[src/rtl/i2cm_pkg.sv]
// ----------------------------------------------------------------------------
// i2cm_pkg
// Shared types and constants for the I2C master transaction engine.
// ----------------------------------------------------------------------------
package i2cm_pkg;

  localparam logic [2:0] OP_RAW_WR = 3'd1;
  localparam logic [2:0] OP_RAW_RD = 3'd2;
  localparam logic [2:0] OP_REG_WR = 3'd3;
  localparam logic [2:0] OP_REG_RD = 3'd4;

  localparam logic [2:0] ST_OK        = 3'd0;
  localparam logic [2:0] ST_ADDR_NACK = 3'd1;
  localparam logic [2:0] ST_REG_NACK  = 3'd2;
  localparam logic [2:0] ST_RADR_NACK = 3'd3;
  localparam logic [2:0] ST_ZERO_CNT  = 3'd4;
  localparam logic [2:0] ST_DATA_NACK = 3'd5;

  localparam logic [4:0] PH_IDLE   = 5'd0;
  localparam logic [4:0] PH_ST1    = 5'd1;
  localparam logic [4:0] PH_ST2    = 5'd2;
  localparam logic [4:0] PH_ST3    = 5'd3;
  localparam logic [4:0] PH_RS0    = 5'd4;
  localparam logic [4:0] PH_RS1    = 5'd5;
  localparam logic [4:0] PH_RS2    = 5'd6;
  localparam logic [4:0] PH_RS3    = 5'd7;
  localparam logic [4:0] PH_ADR_LO = 5'd8;
  localparam logic [4:0] PH_ADR_HI = 5'd9;
  localparam logic [4:0] PH_REG_LO = 5'd10;
  localparam logic [4:0] PH_REG_HI = 5'd11;
  localparam logic [4:0] PH_RAD_LO = 5'd12;
  localparam logic [4:0] PH_RAD_HI = 5'd13;
  localparam logic [4:0] PH_WDT_LO = 5'd14;
  localparam logic [4:0] PH_WDT_HI = 5'd15;
  localparam logic [4:0] PH_RDT_LO = 5'd16;
  localparam logic [4:0] PH_RDT_HI = 5'd17;
  localparam logic [4:0] PH_SP0    = 5'd18;
  localparam logic [4:0] PH_SP1    = 5'd19;
  localparam logic [4:0] PH_SP2    = 5'd20;

  localparam logic [0:0] CFG_PHASE_TICKS   = 1'd0;
  localparam logic [0:0] CFG_STRETCH_LIMIT = 1'd1;

  typedef struct packed {
    logic [2:0] operation;
    logic [6:0] device_addr;
    logic [7:0] reg_addr;
    logic [7:0] byte_count;
    logic [7:0] write_data;
    logic       sda_in;
    logic       scl_in;
  } i2cm_req_t;

  typedef struct packed {
    logic       scl_release;
    logic       sda_release;
    logic [7:0] read_data;
    logic       read_valid;
    logic       read_last;
    logic       write_taken;
    logic       busy_res;
    logic       done_res;
    logic [2:0] status;
  } i2cm_rsp_t;

endpackage

[src/rtl/i2c_master_transaction_engine.sv]
// ----------------------------------------------------------------------------
// i2c_master_transaction_engine
// Tick-stepped I2C master: command sequencing, open-drain line drive, results.
// ----------------------------------------------------------------------------
// Each accepted request is one bus timing tick. The tick passes through one
// register stage into the sequencer, which updates its state and forms one
// response in the same step; the response is held in an output register.
// One request is taken every clock while the output side keeps up; when the
// output register is full and not taken, the input register holds and in_ready_o
// drops, so no request is lost.
module i2c_master_transaction_engine
  import i2cm_pkg::*;
(
  input  logic        clk_i,
  input  logic        rst_ni,
  input  logic        cfg_we_i,
  input  logic [0:0]  cfg_idx_i,
  input  logic [15:0] cfg_data_i,
  input  logic        in_valid_i,
  output logic        in_ready_o,
  input  i2cm_req_t   in_data_i,
  output logic        out_valid_o,
  input  logic        out_ready_i,
  output i2cm_rsp_t   out_data_o
);

  logic [15:0] phase_ticks_q;
  logic [7:0]  stretch_limit_q;

  logic [4:0]  phase_q, phase_d;
  logic [3:0]  bit_index_q, bit_index_d;
  logic [7:0]  shift_byte_q, shift_byte_d;
  logic [7:0]  bytes_left_q, bytes_left_d;
  logic [15:0] tick_count_q, tick_count_d;
  logic [7:0]  stretch_count_q, stretch_count_d;
  logic [2:0]  active_mode_q, active_mode_d;
  logic [6:0]  held_device_q, held_device_d;
  logic [7:0]  held_register_q, held_register_d;
  logic [2:0]  result_code_q, result_code_d;

  logic        in_vld_q;
  i2cm_req_t   in_q;
  logic        out_vld_q;
  i2cm_rsp_t   out_q;
  i2cm_rsp_t   rsp;
  logic        step;

  // The stage register moves only when the output register can take its result.
  assign step       = in_vld_q && (!out_vld_q || out_ready_i);
  assign in_ready_o = !in_vld_q || step;
  assign out_valid_o = out_vld_q;
  assign out_data_o  = out_q;

  always_ff @(posedge clk_i or negedge rst_ni) begin
    if (!rst_ni) begin
      phase_ticks_q   <= 16'd125;
      stretch_limit_q <= 8'd255;
    end else if (cfg_we_i) begin
      case (cfg_idx_i)
        CFG_PHASE_TICKS:   phase_ticks_q   <= cfg_data_i;
        CFG_STRETCH_LIMIT: stretch_limit_q <= cfg_data_i[7:0];
        default: ;
      endcase
    end
  end

  always_ff @(posedge clk_i or negedge rst_ni) begin
    if (!rst_ni) begin
      in_vld_q <= 1'b0;
    end else if (in_ready_o) begin
      in_vld_q <= in_valid_i;
    end
  end

  always_ff @(posedge clk_i) begin
    if (in_ready_o && in_valid_i) begin
      in_q <= in_data_i;
    end
  end

  always_ff @(posedge clk_i or negedge rst_ni) begin
    if (!rst_ni) begin
      out_vld_q <= 1'b0;
    end else if (step) begin
      out_vld_q <= 1'b1;
    end else if (out_ready_i) begin
      out_vld_q <= 1'b0;
    end
  end

  always_ff @(posedge clk_i) begin
    if (step) begin
      out_q <= rsp;
    end
  end

  always_ff @(posedge clk_i or negedge rst_ni) begin
    if (!rst_ni) begin
      phase_q         <= PH_IDLE;
      bit_index_q     <= '0;
      shift_byte_q    <= '0;
      bytes_left_q    <= '0;
      tick_count_q    <= '0;
      stretch_count_q <= '0;
      active_mode_q   <= '0;
      held_device_q   <= '0;
      held_register_q <= '0;
      result_code_q   <= ST_OK;
    end else if (step) begin
      phase_q         <= phase_d;
      bit_index_q     <= bit_index_d;
      shift_byte_q    <= shift_byte_d;
      bytes_left_q    <= bytes_left_d;
      tick_count_q    <= tick_count_d;
      stretch_count_q <= stretch_count_d;
      active_mode_q   <= active_mode_d;
      held_device_q   <= held_device_d;
      held_register_q <= held_register_d;
      result_code_q   <= result_code_d;
    end
  end

  function automatic logic scl_of(logic [4:0] ph);
    logic r;
    r = 1'b1;
    case (ph)
      PH_ST3, PH_RS0, PH_RS3, PH_SP0: r = 1'b0;
      default: begin
        if (ph >= PH_ADR_LO && ph <= PH_RDT_HI) r = ph[0];
      end
    endcase
    return r;
  endfunction

  function automatic logic sda_of(logic [4:0] ph, logic [3:0] bi, logic [7:0] sb,
                                  logic [7:0] bl);
    logic r;
    r = 1'b1;
    case (ph)
      PH_ST2, PH_ST3, PH_RS2, PH_RS3, PH_SP0, PH_SP1: r = 1'b0;
      default: begin
        if (ph >= PH_ADR_LO && ph <= PH_WDT_HI) r = bi[3] ? 1'b1 : sb[7];
        else if (ph == PH_RDT_LO || ph == PH_RDT_HI) r = bi[3] ? (bl <= 8'd1) : 1'b1;
      end
    endcase
    return r;
  endfunction

  logic [4:0]  ph;
  logic [15:0] pt;
  logic [16:0] nxt;
  logic [4:0]  lo;
  logic        sda, rvld, rlast, wtk, done;
  logic [7:0]  rdat, bl_dec;

  always_comb begin
    phase_d         = phase_q;
    bit_index_d     = bit_index_q;
    shift_byte_d    = shift_byte_q;
    bytes_left_d    = bytes_left_q;
    tick_count_d    = tick_count_q;
    stretch_count_d = stretch_count_q;
    active_mode_d   = active_mode_q;
    held_device_d   = held_device_q;
    held_register_d = held_register_q;
    result_code_d   = result_code_q;
    rvld = 1'b0; rlast = 1'b0; wtk = 1'b0; done = 1'b0; rdat = '0;
    sda  = in_q.sda_in;
    pt   = (phase_ticks_q == 16'd0) ? 16'd1 : phase_ticks_q;
    nxt  = {1'b0, tick_count_q} + 17'd1;
    lo   = {phase_q[4:1], 1'b0};
    bl_dec = (bytes_left_q != 8'd0) ? bytes_left_q - 8'd1 : 8'd0;

    ph = (phase_q > PH_SP2) ? PH_IDLE : phase_q;
    if (phase_q > PH_SP2) begin
      phase_d = PH_IDLE;
      tick_count_d = '0;
      stretch_count_d = '0;
    end

    if (ph == PH_IDLE) begin
      if (in_q.operation >= OP_RAW_WR && in_q.operation <= OP_REG_RD) begin
        active_mode_d   = in_q.operation;
        held_device_d   = in_q.device_addr;
        held_register_d = in_q.reg_addr;
        bytes_left_d    = in_q.byte_count;
        result_code_d   = ST_OK;
        bit_index_d     = '0;
        shift_byte_d    = '0;
        phase_d         = PH_ST1;
        tick_count_d    = '0;
        stretch_count_d = '0;
      end
    end else if (scl_of(ph) && !in_q.scl_in && stretch_count_q < stretch_limit_q) begin
      stretch_count_d = stretch_count_q + 8'd1;
    end else if (nxt < {1'b0, pt}) begin
      tick_count_d = nxt[15:0];
    end else begin
      // Phase ends: every branch below restarts the tick and stretch counters.
      tick_count_d    = '0;
      stretch_count_d = '0;
      case (ph)
        PH_ST1: phase_d = PH_ST2;
        PH_ST2: phase_d = PH_ST3;
        PH_ST3: begin
          phase_d = PH_ADR_LO; bit_index_d = '0;
          shift_byte_d = {held_device_q, active_mode_q == OP_RAW_RD};
        end
        PH_RS0: phase_d = PH_RS1;
        PH_RS1: phase_d = PH_RS2;
        PH_RS2: phase_d = PH_RS3;
        PH_RS3: begin
          phase_d = PH_RAD_LO; bit_index_d = '0;
          shift_byte_d = {held_device_q, 1'b1};
        end
        PH_SP0: phase_d = PH_SP1;
        PH_SP1: phase_d = PH_SP2;
        PH_SP2: begin
          phase_d = PH_IDLE; done = 1'b1;
        end
        default: begin
          if (!ph[0]) begin
            phase_d = ph + 5'd1;
          end else if (!bit_index_q[3]) begin
            shift_byte_d = {shift_byte_q[6:0], (lo == PH_RDT_LO) ? sda : 1'b0};
            bit_index_d  = bit_index_q + 4'd1;
            phase_d      = lo;
          end else begin
            // Acknowledge slot: default to next byte load, override for stop.
            bit_index_d = '0;
            case (lo)
              PH_RDT_LO: begin
                rdat = shift_byte_q; rvld = 1'b1;
                rlast = (bytes_left_q <= 8'd1);
                bytes_left_d = bl_dec;
                if (bl_dec == 8'd0) phase_d = PH_SP0;
                else begin phase_d = PH_RDT_LO; shift_byte_d = '0; end
              end
              PH_ADR_LO: begin
                if (sda) begin
                  phase_d = PH_SP0; result_code_d = ST_ADDR_NACK;
                end else if (active_mode_q == OP_RAW_WR) begin
                  if (bytes_left_q == 8'd0) begin
                    phase_d = PH_SP0; result_code_d = ST_OK;
                  end else begin
                    phase_d = PH_WDT_LO; shift_byte_d = in_q.write_data; wtk = 1'b1;
                  end
                end else if (active_mode_q == OP_RAW_RD) begin
                  if (bytes_left_q == 8'd0) begin
                    phase_d = PH_SP0; result_code_d = ST_ZERO_CNT;
                  end else begin
                    phase_d = PH_RDT_LO; shift_byte_d = '0;
                  end
                end else begin
                  phase_d = PH_REG_LO; shift_byte_d = held_register_q;
                end
              end
              PH_REG_LO: begin
                if (sda) begin
                  phase_d = PH_SP0; result_code_d = ST_REG_NACK;
                end else if (active_mode_q == OP_REG_RD) begin
                  phase_d = PH_RS0;
                end else if (bytes_left_q == 8'd0) begin
                  phase_d = PH_SP0; result_code_d = ST_OK;
                end else begin
                  phase_d = PH_WDT_LO; shift_byte_d = in_q.write_data; wtk = 1'b1;
                end
              end
              PH_RAD_LO: begin
                if (sda) begin
                  phase_d = PH_SP0; result_code_d = ST_RADR_NACK;
                end else if (bytes_left_q == 8'd0) begin
                  phase_d = PH_SP0; result_code_d = ST_ZERO_CNT;
                end else begin
                  phase_d = PH_RDT_LO; shift_byte_d = '0;
                end
              end
              default: begin
                if (sda) begin
                  phase_d = PH_SP0; result_code_d = ST_DATA_NACK;
                end else begin
                  bytes_left_d = bl_dec;
                  if (bl_dec == 8'd0) begin
                    phase_d = PH_SP0; result_code_d = ST_OK;
                  end else begin
                    phase_d = PH_WDT_LO; shift_byte_d = in_q.write_data; wtk = 1'b1;
                  end
                end
              end
            endcase
          end
        end
      endcase
    end

    rsp.scl_release = scl_of(phase_d);
    rsp.sda_release = sda_of(phase_d, bit_index_d, shift_byte_d, bytes_left_d);
    rsp.read_data   = rdat;
    rsp.read_valid  = rvld;
    rsp.read_last   = rlast;
    rsp.write_taken = wtk;
    rsp.busy_res    = (phase_d != PH_IDLE);
    rsp.done_res    = done;
    rsp.status      = result_code_d;
  end

`ifndef ASSERT_OFF
  a_done_idle: assert property (@(posedge clk_i) disable iff (!rst_ni)
    step && rsp.done_res |-> !rsp.busy_res) else $error("done while busy");
  a_bit_range: assert property (@(posedge clk_i) disable iff (!rst_ni)
    bit_index_q <= 4'd8) else $error("bit index out of range");
  a_out_hold: assert property (@(posedge clk_i) disable iff (!rst_ni)
    out_vld_q && !out_ready_i |=> out_vld_q && $stable(out_q)) else $error("output lost");
  a_rd_wr: assert property (@(posedge clk_i) disable iff (!rst_ni)
    step |-> !(rsp.read_valid && rsp.write_taken)) else $error("read and write at once");
`endif

endmodule

[config.mk]
export PLATFORM = sky130hd
export DESIGN_NAME = i2c_master_transaction_engine
export DESIGN_NICKNAME = d
export VERILOG_FILES = /design/src/rtl/i2cm_pkg.sv /design/src/rtl/i2c_master_transaction_engine.sv
export SDC_FILE = /design/constraint.sdc
export NUM_CORES = 1
export LEC_CHECK = 0
export BUFFER_PORTS_ARGS = -buffer_cell sky130_fd_sc_hd__buf_4
export CAP_MARGIN = 25
export CELL_PAD_IN_SITES_DETAIL_PLACEMENT = 1
export CELL_PAD_IN_SITES_GLOBAL_PLACEMENT = 1
export CORE_MARGIN = 2
export CORE_UTILIZATION = 47
export CTS_CLUSTER_DIAMETER = 100
export DETAILED_ROUTE_END_ITERATION = 6
export HOLD_SLACK_MARGIN = 0.1
export MAX_ROUTING_LAYER = met4
export PLACE_DENSITY_LB_ADDON = 0.2
export SYNTH_ARGS = -nofsm -noshare
export SYNTH_HDL_FRONTEND = slang
export SYNTH_SLANG_ARGS = --single-unit
export TNS_END_PERCENT = 30
[constraint.sdc]
create_clock -name clk_i -period 5.5 [get_ports clk_i]
set_input_delay 1.1 -clock clk_i [delete_from_list [all_inputs] [get_ports clk_i]]
set_output_delay 1.1 -clock clk_i [all_outputs]
set_load 0.02 [all_outputs]
# After elaboration in Yosys (flattened, before gate mapping)
# Cells that the tools add are included.
dict set report op_classes {
  n_shift 0
  div_mod_pow 0
  addsub 5
  muxes 106
  reduce_logical 39
  n_bitwise 4
  n_eq_ne 37
  n_lt_le_gt_ge 12
  n_mul 0
}
# cell count
set op_table {}
lappend op_table {{8-bit 2-to-1 mux} 31}
lappend op_table {{16-bit 2-to-1 mux} 6}
lappend op_table {{5-bit 2-to-1 mux} 16}
lappend op_table {{3-bit 2-to-1 mux} 17}
lappend op_table {{5-bit one-hot mux with 10 select lines} 1}
lappend op_table {{5-bit by 3-bit equality test with 1-bit output, second input constant} 7}
lappend op_table {{5-bit equality test, second input constant} 7}
lappend op_table {{8-bit one-hot mux with 4 select lines} 1}
lappend op_table {{6-bit by 4-bit inequality test with 1-bit output, second input constant} 5}
lappend op_table {{4-bit 2-to-1 mux} 6}
lappend op_table {{8-bit one-hot mux with 3 select lines} 1}
lappend op_table {{5-bit by 2-bit equality test with 1-bit output, second input constant} 4}
lappend op_table {{1-bit 2-to-1 mux} 20}
lappend op_table {{5-bit one-hot mux with 4 select lines} 1}
lappend op_table {{16-bit by 1-bit adder with 17-bit output, second input constant} 1}
lappend op_table {{17-bit by 16-bit less-than comparator with 1-bit output} 1}
lappend op_table {{8-bit by 1-bit less-or-equal comparator with 1-bit output, second input constant} 2}
lappend op_table {{16-bit zero test} 1}
lappend op_table {{8-bit zero test} 2}
lappend op_table {{8-bit one-hot mux with 2 select lines} 1}
lappend op_table {{16-bit OR reduction} 1}
lappend op_table {{15-bit OR reduction} 1}
lappend op_table {{13-bit AND reduction} 1}
lappend op_table {{4-bit by 3-bit equality test with 1-bit output, second input constant} 3}
lappend op_table {{other kinds (43)} 66}
dict set report word_totals {
  rom_bits 0
  ff_bits 150
  mem_bits_rw 0
  n_memories 0
  latch_bits 0
  elab_cells 235
}

# Depth between registers and ports, before layout
dict set report logic_depth {
  depth_word 16
  depth_mapped 20
  ltp_nobuf 18
}

# Worst setup path before layout
# Ideal clock, no wire load.
dict set report synth_path {
  kind {register -> register}
  start {register tick_count_q[0]}
  end {register shift_byte_q[0]}
  stages_incl_launch_ff 20
  arrival_ns 4.035
  t_required_ns 5.372
  setup_ns 0.128
  path_slack_ns 1.338
  n_path_buf 1
  path_cell_list {dfrtp_1 and3_1 and3_1 and3_1 and3_1 and3_1 and3_1 nand3_1 xnor2_1 ha_1 nand3_1 o21ai_0 o31a_1 o21ai_1 o31ai_1 nand2_1 or2_1 a41o_1 buf_2 mux2_1}
}
dict set report synth_between {
  elab_chain_cells 4
}
# item line
set synth_rtl {}
lappend synth_rtl {{from (decl)} i2c_master_transaction_engine.sv:34} ;# logic [15:0] tick_count_q, tick_count_d;
lappend synth_rtl {{from (signal assigned)} i2c_master_transaction_engine.sv:114} ;# tick_count_q <= tick_count_d;
lappend synth_rtl {{16-bit by 1-bit adder with 17-bit output} i2c_master_transaction_engine.sv:170} ;# nxt = {1'b0, tick_count_q} + 17'd1;
lappend synth_rtl {{17-bit by 16-bit less-than comparator with 1-bit output} i2c_master_transaction_engine.sv:196} ;# end else if (nxt < {1'b0, pt}) begin
lappend synth_rtl {{2-bit inequality test (no source line)} n/a}
lappend synth_rtl {{13-bit AND reduction (no source line)} n/a}
lappend synth_rtl {{to (signal assigned)} i2c_master_transaction_engine.sv:112} ;# shift_byte_q <= shift_byte_d;
lappend synth_rtl {{to (decl)} i2c_master_transaction_engine.sv:32} ;# logic [7:0] shift_byte_q, shift_byte_d;
# Every way passes these cells.
# A chain may end at the register's enable or synchronous reset.

# Final worst setup path
# Ends and elaborated chain as after synthesis.

==> metrics.yaml <==
ir_drop_uv: 247
totalWireLength_um: 25000
pwr_density_cell_nw_per_um2: 356
core_um2: 17200
initialDrtViolationCount: 647
layout-drive-gt1-share_pct: 19.3
crit_buf_inv: 0
p_switching_uw: 1170
intPower_uw: 2280
tightest_slew_ns: 1.06
hold_class: "reg2reg"
hpwl_um: 18000
synth_largest_area_cell: "dfrtp_1"
crit_path_start: "tick_count_q[0]$_DFFE_PN0P_"
cp_max_fo: 7
seq_area_frac_synth_pct: 48.8
cp-end-kind: "flop"
ys_seq_elements: 150
crit_arrival_ns: 5.44
clk_pin_slew_worst_paths_ns: 0.07
synthTopCellsByArea: "dfrtp_1 25%, edfxtp_1 20%, o21ai_0 5.1%"
reg2reg_from: "tick_count_q[0]$_DFFE_PN0P_"
rows: 48
p_total_uw: 3450
cp.depth: 18
fp.dieH_um: 137
leakagePower_uw: 0.00412
cts_num_sinks: 150
cts_tree: "done"
place_area_um2: 9060
synth-edff-count: 54
rr_endpoint: "shift_byte_q[0]$_DFFE_PN0P_"
slew_violations: 0
yosys-top-cells-count: "112 x nand2_1, 85 x o21ai_0, 82 x dfrtp_1"
num_vias: 7027
crit_chain: "ha_1, nand3_1, nor2_2, and3_1, nand3_1, nor2_1, xor2_1, ha_1, o2111a_1, a211oi_1, o21ai_1, o31a_1, o21ai_1, o31ai_1, nand2_1, or2_1, a41o_1, mux2_1"
hold_buffers: 0
grt_pass1_vias: 7382
final_util_pct: 56.3
finalNetCount: 1007
synth_flop_cell: "dfrtp_1"
synth_warnings: 0
reg2reg_slack_ns: 0.37
wl_per_cell_um: 21.6
cp_data_required_time_ns: 5.82
status: "finished, final reports clean"
combPwrFrac_pct: 20.8
grt-busiest-layer: "met2"
cpLargestDelayFamily: "compound AO/OA/AOI/OAI gates"
grt_start_max_net_pins: 58
cp-start-kind: "flop"
setup_violations: 0
fmax_mhz: 195
grtUsageMet1_pct: 37.2
grt_usage_pct: 29.1
final_antenna_net_count: 0
numCtsBuffers: 17
area_growth_pct: 17.1
htree_levels: 4
crit_slowest_cell: "dfrtp_1"
grt_use_met2_pct: 48.0
start_util_pct: 48.1
antenna_found_initial: 0
die_w_um: 137
finalInstanceArea_um2: 9700
fin_crit_sh_pct: 93.2
max-cap-violations: 0
drt-vias-per-instance: 6.06
n_fill_cell: 1920
slowest_delay_ns: 0.42
power_frac_seq_pct: 43.8
io_buffers: 77
ys_types: 78
grt_pass1_wl_um: 40400
netlist_area_um2: 8280
syn_nets: 941
endpoint: "shift_byte_q[0]$_DFFE_PN0P_"
grt_use_met3_pct: 4.56
post_cts_buffers: 0
relSlewSlack_pct: 29.3
rr_worst_depth: 18
antennaDiodeCount: 0
swShare_pct: 34.0
clk_latency_ns: 0.44
root_buffer: "clkbuf_16"
yosys.area.top_type_share_pct: 24.8
crit_type: "reg2reg"
dieArea_um2: 18700
period_minus_slack_ns: 5.13
rsz0062_at_grt: "false"
gp_congestion: 0.952
finalSetupTns_ns: 0
clkPwrFrac_pct: 35.5
synth_most_common_cell: "nand2_1"
avgSynthCellArea_um2: 9.69
async_flop_share_pct: 64.0
ioPinCount: 78
drcViolationCount: 0
ctsLongestPathBuffers: 2
grt_overflow: 0
hold_viol: 0
first_pass_iters: 5
synthCells: 855
finalClockSkew_ns: 0.0124
timing repair:
| item | CTS | global route |
|---|---|---|
| hold endpoints to repair | 0 | 0 |
| resized for setup | 0 | 3 |
| setup endpoints to repair | 0 | 10 |
sequential cells by signal, indices dropped and copies added, names as in the netlist:
register	cells
phase_ticks_q	16
stretch_limit_q	8
held_device_q	7
held_register_q	8
bytes_left_q	8
in_vld_q	1
tick_count_q	16
sda	1
stretch_count_q	8
bit_index_q	4
result_code_q	3
active_mode_q	3
out_valid_o	1
in_q	35
out_data_o	18
phase_q	5
shift_byte_q	8
logic make-up after synthesis:
logic type	Yosys count	synth area share, %
multiplexers	37	5.02
XOR/XNOR	18	1.90
AND/OR/NAND/NOR	307	17.7
flip-flops	150	48.8
adder cells (fa/ha/maj)	28	4.23
AO/OA/AOI/OAI	240	18.7
buffers and inverters	75	3.66
worst reg2reg max path, cell delays in order, from the launching register on:
cell and delay (ns):
dfrtp_1 0.42, ha_1 0.27, nand3_1 0.26, nor2_2 0.26, and3_1 0.31, nand3_1 0.25
nor2_1 0.19, xor2_1 0.24, ha_1 0.25, o2111a_1 0.21, a211oi_1 0.05, o21ai_1 0.27
o31a_1 0.30, o21ai_1 0.19, o31ai_1 0.37, nand2_1 0.11, or2_1 0.33, a41o_1 0.36
mux2_1 0.36
worst min path at each step:
stage / endpoint / start / depth (start not counted)
final: held_device_q[6]$_DFFE_PN0P_ / in_q[32]$_DFFE_PP_ / 1
after CTS: held_device_q[2]$_DFFE_PN0P_ / in_q[28]$_DFFE_PP_ / 1
after floorplan: result_code_q[0]$_DFFE_PN0P_ / result_code_q[0]$_DFFE_PN0P_ / 2
after detailed placement: held_device_q[2]$_DFFE_PN0P_ / in_q[28]$_DFFE_PP_ / 1
after global routing: held_register_q[4]$_DFFE_PN0P_ / in_q[22]$_DFFE_PP_ / 1
after global placement: held_register_q[5]$_DFFE_PN0P_ / in_q[23]$_DFFE_PP_ / 1
through the flow:
step / hold WS (ns) / std cells / setup slack (ns)
2_1_floorplan: 0.439 / 855 / 1.34
3_3_place_gp: 0.461 / 1127 / 0.765
3_5_place_dp: 0.472 / 1127 / 0.315
4_1_cts: 0.489 / 1159 / 0.224
5_1_grt: 0.498 / 1159 / 0.0120
6_report: 0.483 / 1159 / 0.374
power groups by stage:
stage	sequential [uW]	combinational, uW	clock (uW)
after floorplan	1440	515	0
after global placement	1510	668	0
after detailed placement	1530	705	0
after CTS	1510	714	1250
after global routing	1530	790	1290
final	1510	717	1220
cell type report:
| cell class | count | area (um2) | area share (%) |
|---|---|---|---|
| sequential | 150 | 4040 | 41.7 |
| multi-input combinational | 630 | 3960 | 40.8 |
| timing repair buffer | 89 | 668 | 6.89 |
| clock buffer | 17 | 425 | 4.39 |
| tap | 225 | 282 | 2.90 |
| clock inverter | 15 | 203 | 2.09 |
| inverter | 33 | 124 | 1.28 |
metal layers:
metal  vias to the layer above  share of wire [%]
li1                       3258                  -
met1                      3518                 44
met2                       207                 50
met3                        44                4.2
met4                         0                1.9
met5                         -                  0
layout by cell type (no fill, tap or decap), types with 4 or more instances in the layout:
master	instances
nand2_1	112
buf_4	89
o21ai_0	84
dfrtp_1	82
nor2_1	77
edfxtp_1	54
a21oi_1	33
inv_1	32
mux2_2	29
ha_1	28
nand3_1	17
o21ai_1	17
clkbuf_16	17
nand2b_1	15
and3_1	14
dfstp_2	14
nand4_1	13
xor2_1	12
and2_1	11
a221oi_1	11
o21a_1	10
a22o_1	10
nor4_1	9
a31oi_1	9
nor2b_1	8
nor3_1	8
o31ai_1	8
mux2_1	7
xnor2_1	6
a21o_1	6
a211oi_1	5
inv_8	5
clkinv_8	5
a211o_1	4
o211ai_1	4
a22oi_1	4
or3_1	4
(Power assumes the default switching activity.)
